--- config.mk ---
export PLATFORM = sky130hd
export DESIGN_NAME = flic_rle_chunk_decoder_unit
export DESIGN_NICKNAME = d
export VERILOG_FILES = /design/src/flic_pkg.sv /design/src/flic_rle_chunk_decoder_unit.sv
export SDC_FILE = /design/constraint.sdc
export NUM_CORES = 2
export LEC_CHECK = 0
export BUFFER_PORTS_ARGS = -buffer_cell sky130_fd_sc_hd__buf_2
export CELL_PAD_IN_SITES_DETAIL_PLACEMENT = 0
export CELL_PAD_IN_SITES_GLOBAL_PLACEMENT = 1
export CORE_ASPECT_RATIO = 1.1
export CORE_UTILIZATION = 50
export CTS_CLUSTER_DIAMETER = 60
export DETAILED_ROUTE_END_ITERATION = 6
export PLACE_DENSITY_LB_ADDON = 0.1
export SYNTH_ARGS = -nofsm -noshare
export SYNTH_HDL_FRONTEND = slang
export SYNTH_SLANG_ARGS = --single-unit
--- constraint.sdc ---
create_clock -name i_clk -period 4.3 [get_ports i_clk]
set_input_delay 0.645 -clock i_clk [delete_from_list [all_inputs] [get_ports i_clk]]
set_output_delay 0.645 -clock i_clk [all_outputs]
set_load 0.005 [all_outputs]
--- src/flic_pkg.sv ---
// Shared constants and types for the animation chunk decoder.
// No dependencies; imported by flic_rle_chunk_decoder_unit and the testbench.
`timescale 1ns / 1ps
`default_nettype none
package flic_pkg;
    localparam int LINE_PIXELS  = 320;
    localparam int FRAME_PIXELS = 64000;
    localparam int MAP_ENTRIES  = 256;
    localparam int ADDR_W       = 17;

    localparam logic [1:0] KIND_DATA  = 2'd0;
    localparam logic [1:0] KIND_START = 2'd1;
    localparam logic [1:0] KIND_MAP   = 2'd2;

    localparam logic [1:0] FMT_BYTE_RUN   = 2'd0;
    localparam logic [1:0] FMT_LINE_DELTA = 2'd1;
    localparam logic [1:0] FMT_WORD_DELTA = 2'd2;
    localparam logic [1:0] FMT_UNKNOWN    = 2'd3;

    typedef enum logic [3:0] {
        PH_IDLE, PH_H0_LO, PH_H0_HI, PH_H1_LO, PH_H1_HI, PH_LINE_HEAD,
        PH_WLINE_LO, PH_WLINE_HI, PH_SKIP, PH_COUNT, PH_PIX_A, PH_PIX_B
    } t_phase;
endpackage
`default_nettype wire

--- src/flic_rle_chunk_decoder_unit.sv ---
// Animation chunk decoder: byte-run, line-delta and word-delta chunks with remap.
// Depends on flic_pkg.
//
// Input channel (i_in_valid / o_in_ready) carries one beat per chunk byte,
// chunk start or remap-table write. Output channel (o_out_valid / i_out_ready)
// carries frame-buffer write runs and the chunk-done marker; a beat causes
// zero or one output beat.
// The remap memory is read into the input register at the edge that accepts a
// beat, and the parser loads the result register from the input register at the
// edge on which it advances, so each result passes through both registers.
// Throughput: one input beat per cycle while the receiver takes results; the
// parser advances once per byte.
// When the receiver stalls, the result register holds and the input register
// fills, after which o_in_ready drops until the result is taken.
// Reset (synchronous, active low) leaves the parser idle, the remap table as
// identity (per-entry valid bits, so no clearing pass) and frame_lines at 200.
// i_cfg_we writes frame_lines at once; write it only while the block is idle.
`timescale 1ns / 1ps
`default_nettype none
module flic_rle_chunk_decoder_unit (
    input  wire logic        i_clk,
    input  wire logic        i_rst_n,
    input  wire logic        i_cfg_we,
    input  wire logic [7:0]  i_cfg_wdata,
    input  wire logic        i_in_valid,
    output logic             o_in_ready,
    input  wire logic [1:0]  i_kind,
    input  wire logic [7:0]  i_data_byte,
    input  wire logic [1:0]  i_chunk_format,
    input  wire logic [7:0]  i_map_index,
    input  wire logic [7:0]  i_map_value,
    output logic             o_out_valid,
    input  wire logic        i_out_ready,
    output logic [15:0]      o_write_address,
    output logic [7:0]       o_pixel_first,
    output logic [7:0]       o_pixel_second,
    output logic [7:0]       o_run_length,
    output logic             o_pair_mode,
    output logic             o_chunk_done,
    output logic             o_unknown_chunk
);
    import flic_pkg::*;

    localparam logic [ADDR_W-1:0] FRAME_END = ADDR_W'(FRAME_PIXELS);

    logic [7:0] r_frame_lines;
    logic [7:0] r_map_mem [MAP_ENTRIES];
    logic [MAP_ENTRIES-1:0] r_map_vld;

    // Input register.
    logic       r_s1_valid;
    logic [1:0] r_s1_kind;
    logic [7:0] r_s1_byte;
    logic [1:0] r_s1_fmt;
    logic [7:0] r_s1_raw;
    logic       r_s1_hit;
    logic       in_acc, adv;

    // Parser state.
    t_phase            r_phase, n_phase;
    logic [15:0]       r_cur_line, n_cur_line;
    logic [15:0]       r_lines_left, n_lines_left;
    logic [15:0]       r_packets_left, n_packets_left;
    logic [ADDR_W-1:0] r_pixel_address, n_pixel_address;
    logic [7:0]        r_count_left, n_count_left;
    logic [7:0]        r_low_hold, n_low_hold;
    logic [7:0]        r_held_pixel, n_held_pixel;
    logic              r_literal, n_literal;
    logic [1:0]        r_fmt, n_fmt;

    // Result register.
    logic              r_out_valid;
    logic [15:0]       r_wr_addr;
    logic [7:0]        r_wr_p1, r_wr_p2, r_wr_len;
    logic              r_wr_pair, r_done, r_unk;

    // Parser combinational signals.
    logic [7:0]        b, p, neg_b;
    logic [15:0]       w;
    logic              done, unk, wr_go;
    logic              do_begin, do_pkt, do_line, do_add;
    logic [15:0]       begin_pk;
    t_phase            begin_ph;
    logic [8:0]        add_len;
    logic              em_go, em_pair;
    logic [7:0]        em_p1, em_p2;
    logic [ADDR_W-1:0] room, run_n, sum;
    logic [7:0]        wr_len;
    logic [24:0]       line_prod;
    logic [16:0]       skip_sum;

    assign adv        = r_s1_valid && (!r_out_valid || i_out_ready);
    assign o_in_ready = !r_s1_valid || adv;
    assign in_acc     = i_in_valid && o_in_ready;

    always_ff @(posedge i_clk) begin
        if (!i_rst_n) begin
            r_frame_lines <= 8'd200;
        end else if (i_cfg_we) begin
            r_frame_lines <= i_cfg_wdata;
        end
    end

    // Remap memory: write by remap beats, read at the data byte on accept.
    always_ff @(posedge i_clk) begin
        if (in_acc && i_kind == KIND_MAP) begin
            r_map_mem[i_map_index] <= i_map_value;
        end
        if (in_acc) begin
            r_s1_raw <= r_map_mem[i_data_byte];
        end
    end

    always_ff @(posedge i_clk) begin
        if (!i_rst_n) begin
            r_map_vld <= '0;
            r_s1_hit  <= 1'b0;
        end else if (in_acc) begin
            r_s1_hit <= r_map_vld[i_data_byte];
            if (i_kind == KIND_MAP) begin
                r_map_vld[i_map_index] <= 1'b1;
            end
        end
    end

    always_ff @(posedge i_clk) begin
        if (!i_rst_n) begin
            r_s1_valid <= 1'b0;
        end else if (in_acc) begin
            r_s1_valid <= 1'b1;
        end else if (adv) begin
            r_s1_valid <= 1'b0;
        end
    end

    always_ff @(posedge i_clk) begin
        if (in_acc) begin
            r_s1_kind <= i_kind;
            r_s1_byte <= i_data_byte;
            r_s1_fmt  <= i_chunk_format;
        end
    end

    assign b         = r_s1_byte;
    assign p         = r_s1_hit ? r_s1_raw : r_s1_byte;
    assign w         = {b, r_low_hold};
    assign neg_b     = 8'(~b + 8'd1);
    assign line_prod = 25'(r_cur_line) * 25'(LINE_PIXELS);
    assign skip_sum  = 17'(r_cur_line) + 17'(16'(~w + 16'd1));

    always_comb begin
        n_phase         = r_phase;
        n_cur_line      = r_cur_line;
        n_lines_left    = r_lines_left;
        n_packets_left  = r_packets_left;
        n_count_left    = r_count_left;
        n_low_hold      = r_low_hold;
        n_held_pixel    = r_held_pixel;
        n_literal       = r_literal;
        n_fmt           = r_fmt;
        done            = 1'b0;
        unk             = 1'b0;
        do_begin        = 1'b0;
        do_pkt          = 1'b0;
        do_line         = 1'b0;
        do_add          = 1'b0;
        begin_pk        = 16'd0;
        begin_ph        = PH_SKIP;
        add_len         = 9'd0;
        em_go           = 1'b0;
        em_pair         = 1'b0;
        em_p1           = p;
        em_p2           = p;

        if (r_s1_kind == KIND_START) begin
            n_fmt          = r_s1_fmt;
            n_cur_line     = 16'd0;
            n_lines_left   = 16'd0;
            n_packets_left = 16'd0;
            n_count_left   = 8'd0;
            n_low_hold     = 8'd0;
            n_held_pixel   = 8'd0;
            n_literal      = 1'b0;
            n_phase        = PH_IDLE;
            if (r_s1_fmt == FMT_BYTE_RUN) begin
                n_lines_left = 16'(r_frame_lines);
                if (r_frame_lines == 8'd0) begin
                    done = 1'b1;
                end else begin
                    n_phase = PH_LINE_HEAD;
                end
            end else if (r_s1_fmt == FMT_UNKNOWN) begin
                unk  = 1'b1;
                done = 1'b1;
            end else begin
                n_phase = PH_H0_LO;
            end
        end else if (r_s1_kind == KIND_DATA) begin
            case (r_phase)
                PH_H0_LO, PH_H1_LO, PH_WLINE_LO: begin
                    n_low_hold = b;
                    n_phase    = t_phase'(r_phase + 4'd1);
                end
                PH_H0_HI: begin
                    if (r_fmt == FMT_LINE_DELTA) begin
                        n_cur_line = w;
                        n_phase    = PH_H1_LO;
                    end else begin
                        n_lines_left = w;
                        n_cur_line   = 16'd0;
                        if (w == 16'd0) begin
                            done    = 1'b1;
                            n_phase = PH_IDLE;
                        end else begin
                            n_phase = PH_WLINE_LO;
                        end
                    end
                end
                PH_H1_HI: begin
                    n_lines_left = w;
                    if (w == 16'd0) begin
                        done    = 1'b1;
                        n_phase = PH_IDLE;
                    end else begin
                        n_phase = PH_LINE_HEAD;
                    end
                end
                PH_LINE_HEAD: begin
                    do_begin = 1'b1;
                    begin_pk = 16'(b);
                    begin_ph = (r_fmt == FMT_BYTE_RUN) ? PH_COUNT : PH_SKIP;
                end
                PH_WLINE_HI: begin
                    if (w[15]) begin
                        // Line skips accumulate.
                        n_cur_line = skip_sum[16] ? 16'hFFFF : skip_sum[15:0];
                        n_phase    = PH_WLINE_LO;
                    end else begin
                        do_begin = 1'b1;
                        begin_pk = w;
                        begin_ph = PH_SKIP;
                    end
                end
                PH_SKIP: begin
                    do_add  = 1'b1;
                    add_len = 9'(b);
                    n_phase = PH_COUNT;
                end
                PH_COUNT: begin
                    if (r_fmt == FMT_BYTE_RUN) begin
                        n_literal    = b[7];
                        n_count_left = b[7] ? neg_b : b;
                        n_phase      = PH_PIX_A;
                    end else if (!b[7]) begin
                        n_literal    = 1'b1;
                        n_count_left = b;
                        if (b == 8'd0) begin
                            do_pkt = 1'b1;
                        end else begin
                            n_phase = PH_PIX_A;
                        end
                    end else begin
                        n_literal    = 1'b0;
                        n_count_left = neg_b;
                        n_phase      = PH_PIX_A;
                    end
                end
                PH_PIX_A: begin
                    if (r_fmt == FMT_WORD_DELTA) begin
                        n_held_pixel = p;
                        n_phase      = PH_PIX_B;
                    end else if (r_literal) begin
                        em_go   = 1'b1;
                        add_len = 9'd1;
                        if (r_count_left <= 8'd1) begin
                            do_pkt = 1'b1;
                        end else begin
                            n_count_left = r_count_left - 8'd1;
                        end
                    end else begin
                        em_go   = 1'b1;
                        add_len = 9'(r_count_left);
                        do_pkt  = 1'b1;
                    end
                end
                PH_PIX_B: begin
                    em_go   = 1'b1;
                    em_pair = 1'b1;
                    em_p1   = r_held_pixel;
                    if (r_literal) begin
                        add_len = 9'd2;
                        if (r_count_left <= 8'd1) begin
                            do_pkt = 1'b1;
                        end else begin
                            n_count_left = r_count_left - 8'd1;
                            n_phase      = PH_PIX_A;
                        end
                    end else begin
                        add_len = {r_count_left, 1'b0};
                        do_pkt  = 1'b1;
                    end
                end
                default: begin
                end
            endcase
        end

        if (do_begin) begin
            n_packets_left = begin_pk;
            if (begin_pk == 16'd0) begin
                do_line = 1'b1;
            end else begin
                n_phase = begin_ph;
            end
        end
        if (do_pkt) begin
            if (n_packets_left != 16'd0) begin
                n_packets_left = n_packets_left - 16'd1;
            end
            if (n_packets_left == 16'd0) begin
                do_line = 1'b1;
            end else begin
                n_phase = (r_fmt == FMT_BYTE_RUN) ? PH_COUNT : PH_SKIP;
            end
        end
        if (do_line) begin
            if (r_cur_line != 16'hFFFF) begin
                n_cur_line = r_cur_line + 16'd1;
            end
            if (n_lines_left != 16'd0) begin
                n_lines_left = n_lines_left - 16'd1;
            end
            if (n_lines_left == 16'd0) begin
                done    = 1'b1;
                n_phase = PH_IDLE;
            end else begin
                n_phase = (r_fmt == FMT_WORD_DELTA) ? PH_WLINE_LO : PH_LINE_HEAD;
            end
        end
    end

    // Run emission, clipping and address update.
    always_comb begin
        room   = FRAME_END - r_pixel_address;
        run_n  = (ADDR_W'(add_len) < room) ? ADDR_W'(add_len) : room;
        wr_len = (run_n > ADDR_W'(254)) ? 8'd254 : run_n[7:0];
        wr_go  = em_go && (add_len != 9'd0) && (r_pixel_address < FRAME_END);
        sum    = r_pixel_address + ADDR_W'(add_len);
        if (r_s1_kind == KIND_START) begin
            n_pixel_address = '0;
        end else if (do_begin) begin
            n_pixel_address = (line_prod >= 25'(FRAME_PIXELS)) ? FRAME_END
                                                                : ADDR_W'(line_prod);
        end else if (em_go || do_add) begin
            // Address stays below twice the frame size, so the sum cannot wrap.
            n_pixel_address = (sum >= FRAME_END) ? FRAME_END : sum;
        end else begin
            n_pixel_address = r_pixel_address;
        end
    end

    always_ff @(posedge i_clk) begin
        if (!i_rst_n) begin
            r_phase         <= PH_IDLE;
            r_cur_line      <= 16'd0;
            r_lines_left    <= 16'd0;
            r_packets_left  <= 16'd0;
            r_pixel_address <= '0;
            r_count_left    <= 8'd0;
            r_low_hold      <= 8'd0;
            r_held_pixel    <= 8'd0;
            r_literal       <= 1'b0;
            r_fmt           <= FMT_BYTE_RUN;
        end else if (adv) begin
            r_phase         <= n_phase;
            r_cur_line      <= n_cur_line;
            r_lines_left    <= n_lines_left;
            r_packets_left  <= n_packets_left;
            r_pixel_address <= n_pixel_address;
            r_count_left    <= n_count_left;
            r_low_hold      <= n_low_hold;
            r_held_pixel    <= n_held_pixel;
            r_literal       <= n_literal;
            r_fmt           <= n_fmt;
        end
    end

    always_ff @(posedge i_clk) begin
        if (!i_rst_n) begin
            r_out_valid <= 1'b0;
        end else if (adv) begin
            r_out_valid <= wr_go || done;
        end else if (i_out_ready) begin
            r_out_valid <= 1'b0;
        end
    end

    always_ff @(posedge i_clk) begin
        if (adv) begin
            r_wr_addr <= wr_go ? r_pixel_address[15:0] : 16'd0;
            r_wr_p1   <= wr_go ? em_p1 : 8'd0;
            r_wr_p2   <= wr_go ? em_p2 : 8'd0;
            r_wr_len  <= wr_go ? wr_len : 8'd0;
            r_wr_pair <= wr_go && em_pair;
            r_done    <= done;
            r_unk     <= unk;
        end
    end

    assign o_out_valid     = r_out_valid;
    assign o_write_address = r_wr_addr;
    assign o_pixel_first   = r_wr_p1;
    assign o_pixel_second  = r_wr_p2;
    assign o_run_length    = r_wr_len;
    assign o_pair_mode     = r_wr_pair;
    assign o_chunk_done    = r_done;
    assign o_unknown_chunk = r_unk;

    a_unknown_is_done: assert property (@(posedge i_clk) disable iff (!i_rst_n)
        o_out_valid && o_unknown_chunk |-> o_chunk_done && o_run_length == 8'd0)
        else $error("unknown chunk result without done");
    a_write_has_length: assert property (@(posedge i_clk) disable iff (!i_rst_n)
        o_out_valid && !o_chunk_done |-> o_run_length != 8'd0)
        else $error("result carries neither a write nor done");
    a_single_repeats: assert property (@(posedge i_clk) disable iff (!i_rst_n)
        o_out_valid && !o_pair_mode |-> o_pixel_second == o_pixel_first)
        else $error("second pixel differs outside pair mode");
    a_addr_bounded: assert property (@(posedge i_clk) disable iff (!i_rst_n)
        r_pixel_address <= FRAME_END)
        else $error("pixel address beyond frame end");
    a_stall_holds: assert property (@(posedge i_clk) disable iff (!i_rst_n)
        o_out_valid && !i_out_ready |=> o_out_valid && $stable(o_write_address))
        else $error("result lost under stall");
endmodule
`default_nettype wire

==> reports/qor.csv <==
stage,metric,value,unit
yosys,"Top FF cell, synth",edfxtp_1,
sta,worst setup margin,0.135,ns
power,switching share of power,21.3,%
clock_tree,clock root cell,clkbuf_16,
layout,fraction of layout cells with a size suffix above 1,29.0,%
job,Max Cap Viol,0,
yosys,synth cell count leaders,"edfxtp_1 (2111), mux4_2 (765), nor2_1 (675)",
worst_hold_path,Hold/Removal Path Class,in -> reg,
detailed_routing,Residual DRC,0,
clock_tree,H-tree levels,5,
floorplan,I/O pins,86,
sta,Max Freq,0.240,GHz
detailed_routing,initial DRC count,5876,
global_routing,vias in the first global route,56100,
floorplan,Die ar.,204000,µm²
power,Clock Power Share,43.6,%
detailed_routing,vias per cell,6.10,
setup_path,Crit Path Category,reg -> reg,
sta,"Slew Viols, Final",0,
setup_path,crit path max fanout,27,
detailed_routing,Vias,56100,
yosys,Cells after Synth,5671,
sta,number of setup violations in the final report,0,
sta,setup TNS,0,ns
power,Pint,40.5,mW
setup_path,CP arrival,5.00,ns
status,status,"complete, no violations",
setup_path,R2R depth,17,
floorplan,Chip Height,474,µm
floorplan,Initial Util,50.5,%
sta,RSZ-0062 raised after global routing,no,
yosys,post-synthesis cell area,101000,µm²
sta,Final Hold Vio Count,0,
detailed_routing,drt wl/cell,29.0,µm
placed_design,pre-CTS WS,-0.0893,ns
yosys,cell taking the most area after synthesis,edfxtp_1,
floorplan,Row Count,172,
clock_tree,Worst-Skew Late Latency,0.94,ns
setup_path,critical path required time,5.13,ns
yosys,most frequent cell after synthesis,edfxtp_1,
layout,fin util,58.7,%
detailed_routing,Routed WL,267000,µm
yosys,Post-synth EDFFs,2111,
setup_path,Critical Path Start Type,flop,
setup_path,crit end category,flop,
yosys,Yosys cell types,95,
sta,Worst Tran Pin Value,1.39,ns
power,Psw,11.0,mW
yosys,post-synthesis register bit count,2474,
global_routing,initial antenna violation count,18,
sta,Period minus WS final,4.16,ns
layout,synthesis-to-finish area growth,16.4,%
clock_tree,CTS tree,yes,
yosys,Avg Inst Size Synth,17.8,µm²
layout,# fillers,15000,
floorplan,Core Area,200000,µm²
power,pwr dens,437,nW/µm²
clock_tree,CTS max path bufs,4,
detailed_routing,Post-DRT Antenna Nets,0,
power,P_leak,39.0,nW
placed_design,Final HPWL DP,173000,µm
yosys,synth top area cells,"edfxtp_1 (63%), mux4_2 (17%), dfxtp_1 (7.2%), nor2_1 (2.5%), o21a_1 (1.1%)",
clock_tree,clk sinks,2474,
worst_hold_path,Hold Crit Depth,1,
global_routing,largest net degree at the start of global routing,144,
clock_tree,clk slew on worst S/H paths,0.06,ns
detailed_routing,Pre-Repair DR Iteration Count,6,
sta,Rel. slew slack,7.39,%
yosys,Synth warnings,0,
power,combinational share of power,5.6,%
yosys,syn_nets,5788,
global_routing,GRT overflow,0,
layout,nets,6414,
yosys,Synth top area share,62.7,%
global_routing,Total GRT Usage,26.4,%
sta,period utilization,96.8,%
power,worst vdd ir,0.411,mV
yosys,"FFs w/ async S/R, synth",0,%
placed_design,GP Congestion,0.901,
placed_design,PortBufs,85,
sta,final worst clock skew,0.0702,ns
floorplan,Die W,431,µm
clock_tree,CTS Buf Count,274,
power,sequential power share,50.8,%
sta,worst hold slack,0.0705,ns
yosys,sequential element share of the synthesized area,69.9,%
global_routing,first-pass GRT wire length,392000,µm
## power groups by stage
stage / clock, mW / combinational (mW) / sequential, mW
finish: 22.4 / 2.88 / 26.1
global route: 23.7 / 3.04 / 26.1
CTS: 22.8 / 2.91 / 26.1
detailed placement: 0 / 2.90 / 26.6
global placement: 0 / 2.87 / 26.6
floorplan: 0 / 1.52 / 26.6
## placed cells by master, fill, tap and decap left out, drive strengths merged, types with 26 or more instances in the layout
cell and count:
inv 68, a21oi 131, mux4 765, nor3 64, clkbuf 389, nor2 675, dfxtp 363, a31oi 32
and2 26, o21a 142, clkinv 63, ha 73, nand3 94, xnor2 55, o21ai 92, nand2 201
buf 679, edfxtp 2111
## stage by stage
stage / instances / total power, mW / area [µm²]
after floorplan: 5671 / 28.1 / 101000
after global placement: 8702 / 29.5 / 109000
after detailed placement: 8702 / 29.5 / 109000
after CTS: 9183 / 51.8 / 117000
after global routing: 9189 / 52.9 / 118000
final: 9191 / 51.4 / 118000
## state kept, by name, indices dropped and copies added (netlist names), 4 cells and up
signal           flops
r_pixel_address     17
r_map_mem         2048
r_frame_lines        8
r_lines_left        16
r_s1_raw             8
o_run_length         8
r_low_hold           8
o_pixel_second       8
r_packets_left      16
o_pixel_first        8
b                    8
r_count_left         8
r_cur_line          16
r_phase              4
r_map_vld          256
r_held_pixel         8
o_write_address     16
## cells by family (layout without fill, tap and decap cells)
kind of cell	after synthesis	in the layout	synth area share, %
XOR/XNOR	74	74	0.641
flip-flops	2474	2474	69.9
AND/OR/NAND/NOR	1214	1214	5.25
AO/OA/AOI/OAI	632	633	4.38
adder cells (fa/ha/maj)	81	81	1.01
other	0	3	0
buffers and inverters	408	1227	1.56
multiplexers	788	788	17.3
## cell type report
cell class	instances	area (µm²)	area share, %
Sequential cell	2474	70700	60.0
Antenna cell	3	7.51	0.00638
Multi-Input combinational cell	2790	29100	24.8
Tap cell	2697	3370	2.87
Clock buffer	387	7730	6.57
Inverter	65	253	0.215
Timing Repair Buffer	692	5760	4.90
Clock inverter	83	774	0.658
## layer usage
| metal | part of all wire [%] | track usage, % |
|---|---|---|
| met1 | 43 | 37.7 |
| met5 | 0.0094 | 0 |
| met3 | 6.0 | 3.77 |
| met2 | 49 | 42.6 |
| met4 | 2.6 | 7.38 |
## critical path, stage by stage, from the launching register on
cell and delay, ns:
dfxtp_2 0.41, inv_1 0.11, ha_1 0.23, and3b_1 0.21, a22o_1 0.23, a32oi_2 0.22
ha_1 0.22, inv_1 0.05, a221o_1 0.32, nor4_2 0.26, nor4b_2 0.27, mux2_2 0.41
o2111ai_4 0.18, buf_4 0.21, o21bai_4 0.09, buf_12 0.17, or3_1 0.37, a21oi_1 0.15
## final timing paths
path	start	to	slack, ns
worst max-delay path	r_phase[1]	r_phase[3]	0.14
worst min-delay path	i_kind[1]	r_s1_kind[1]	0.07
worst max register to register	r_phase[1]	r_phase[3]	0.14
worst min register to register	r_packets_left[2]	r_packets_left[2]	0.46
## repair_timing
action / 4_1_cts / 5_1_grt
cloned: 0 / 1
endpoints found under the hold margin: 11 / 0
pin swaps: 0 / 9
resized for setup: 4 / 35
setup endpoints to repair: 10 / 56
buffers inserted: 0 / 4
hold buffers: 11 / 0
Note: power is estimated with default switching activity, not from simulation.
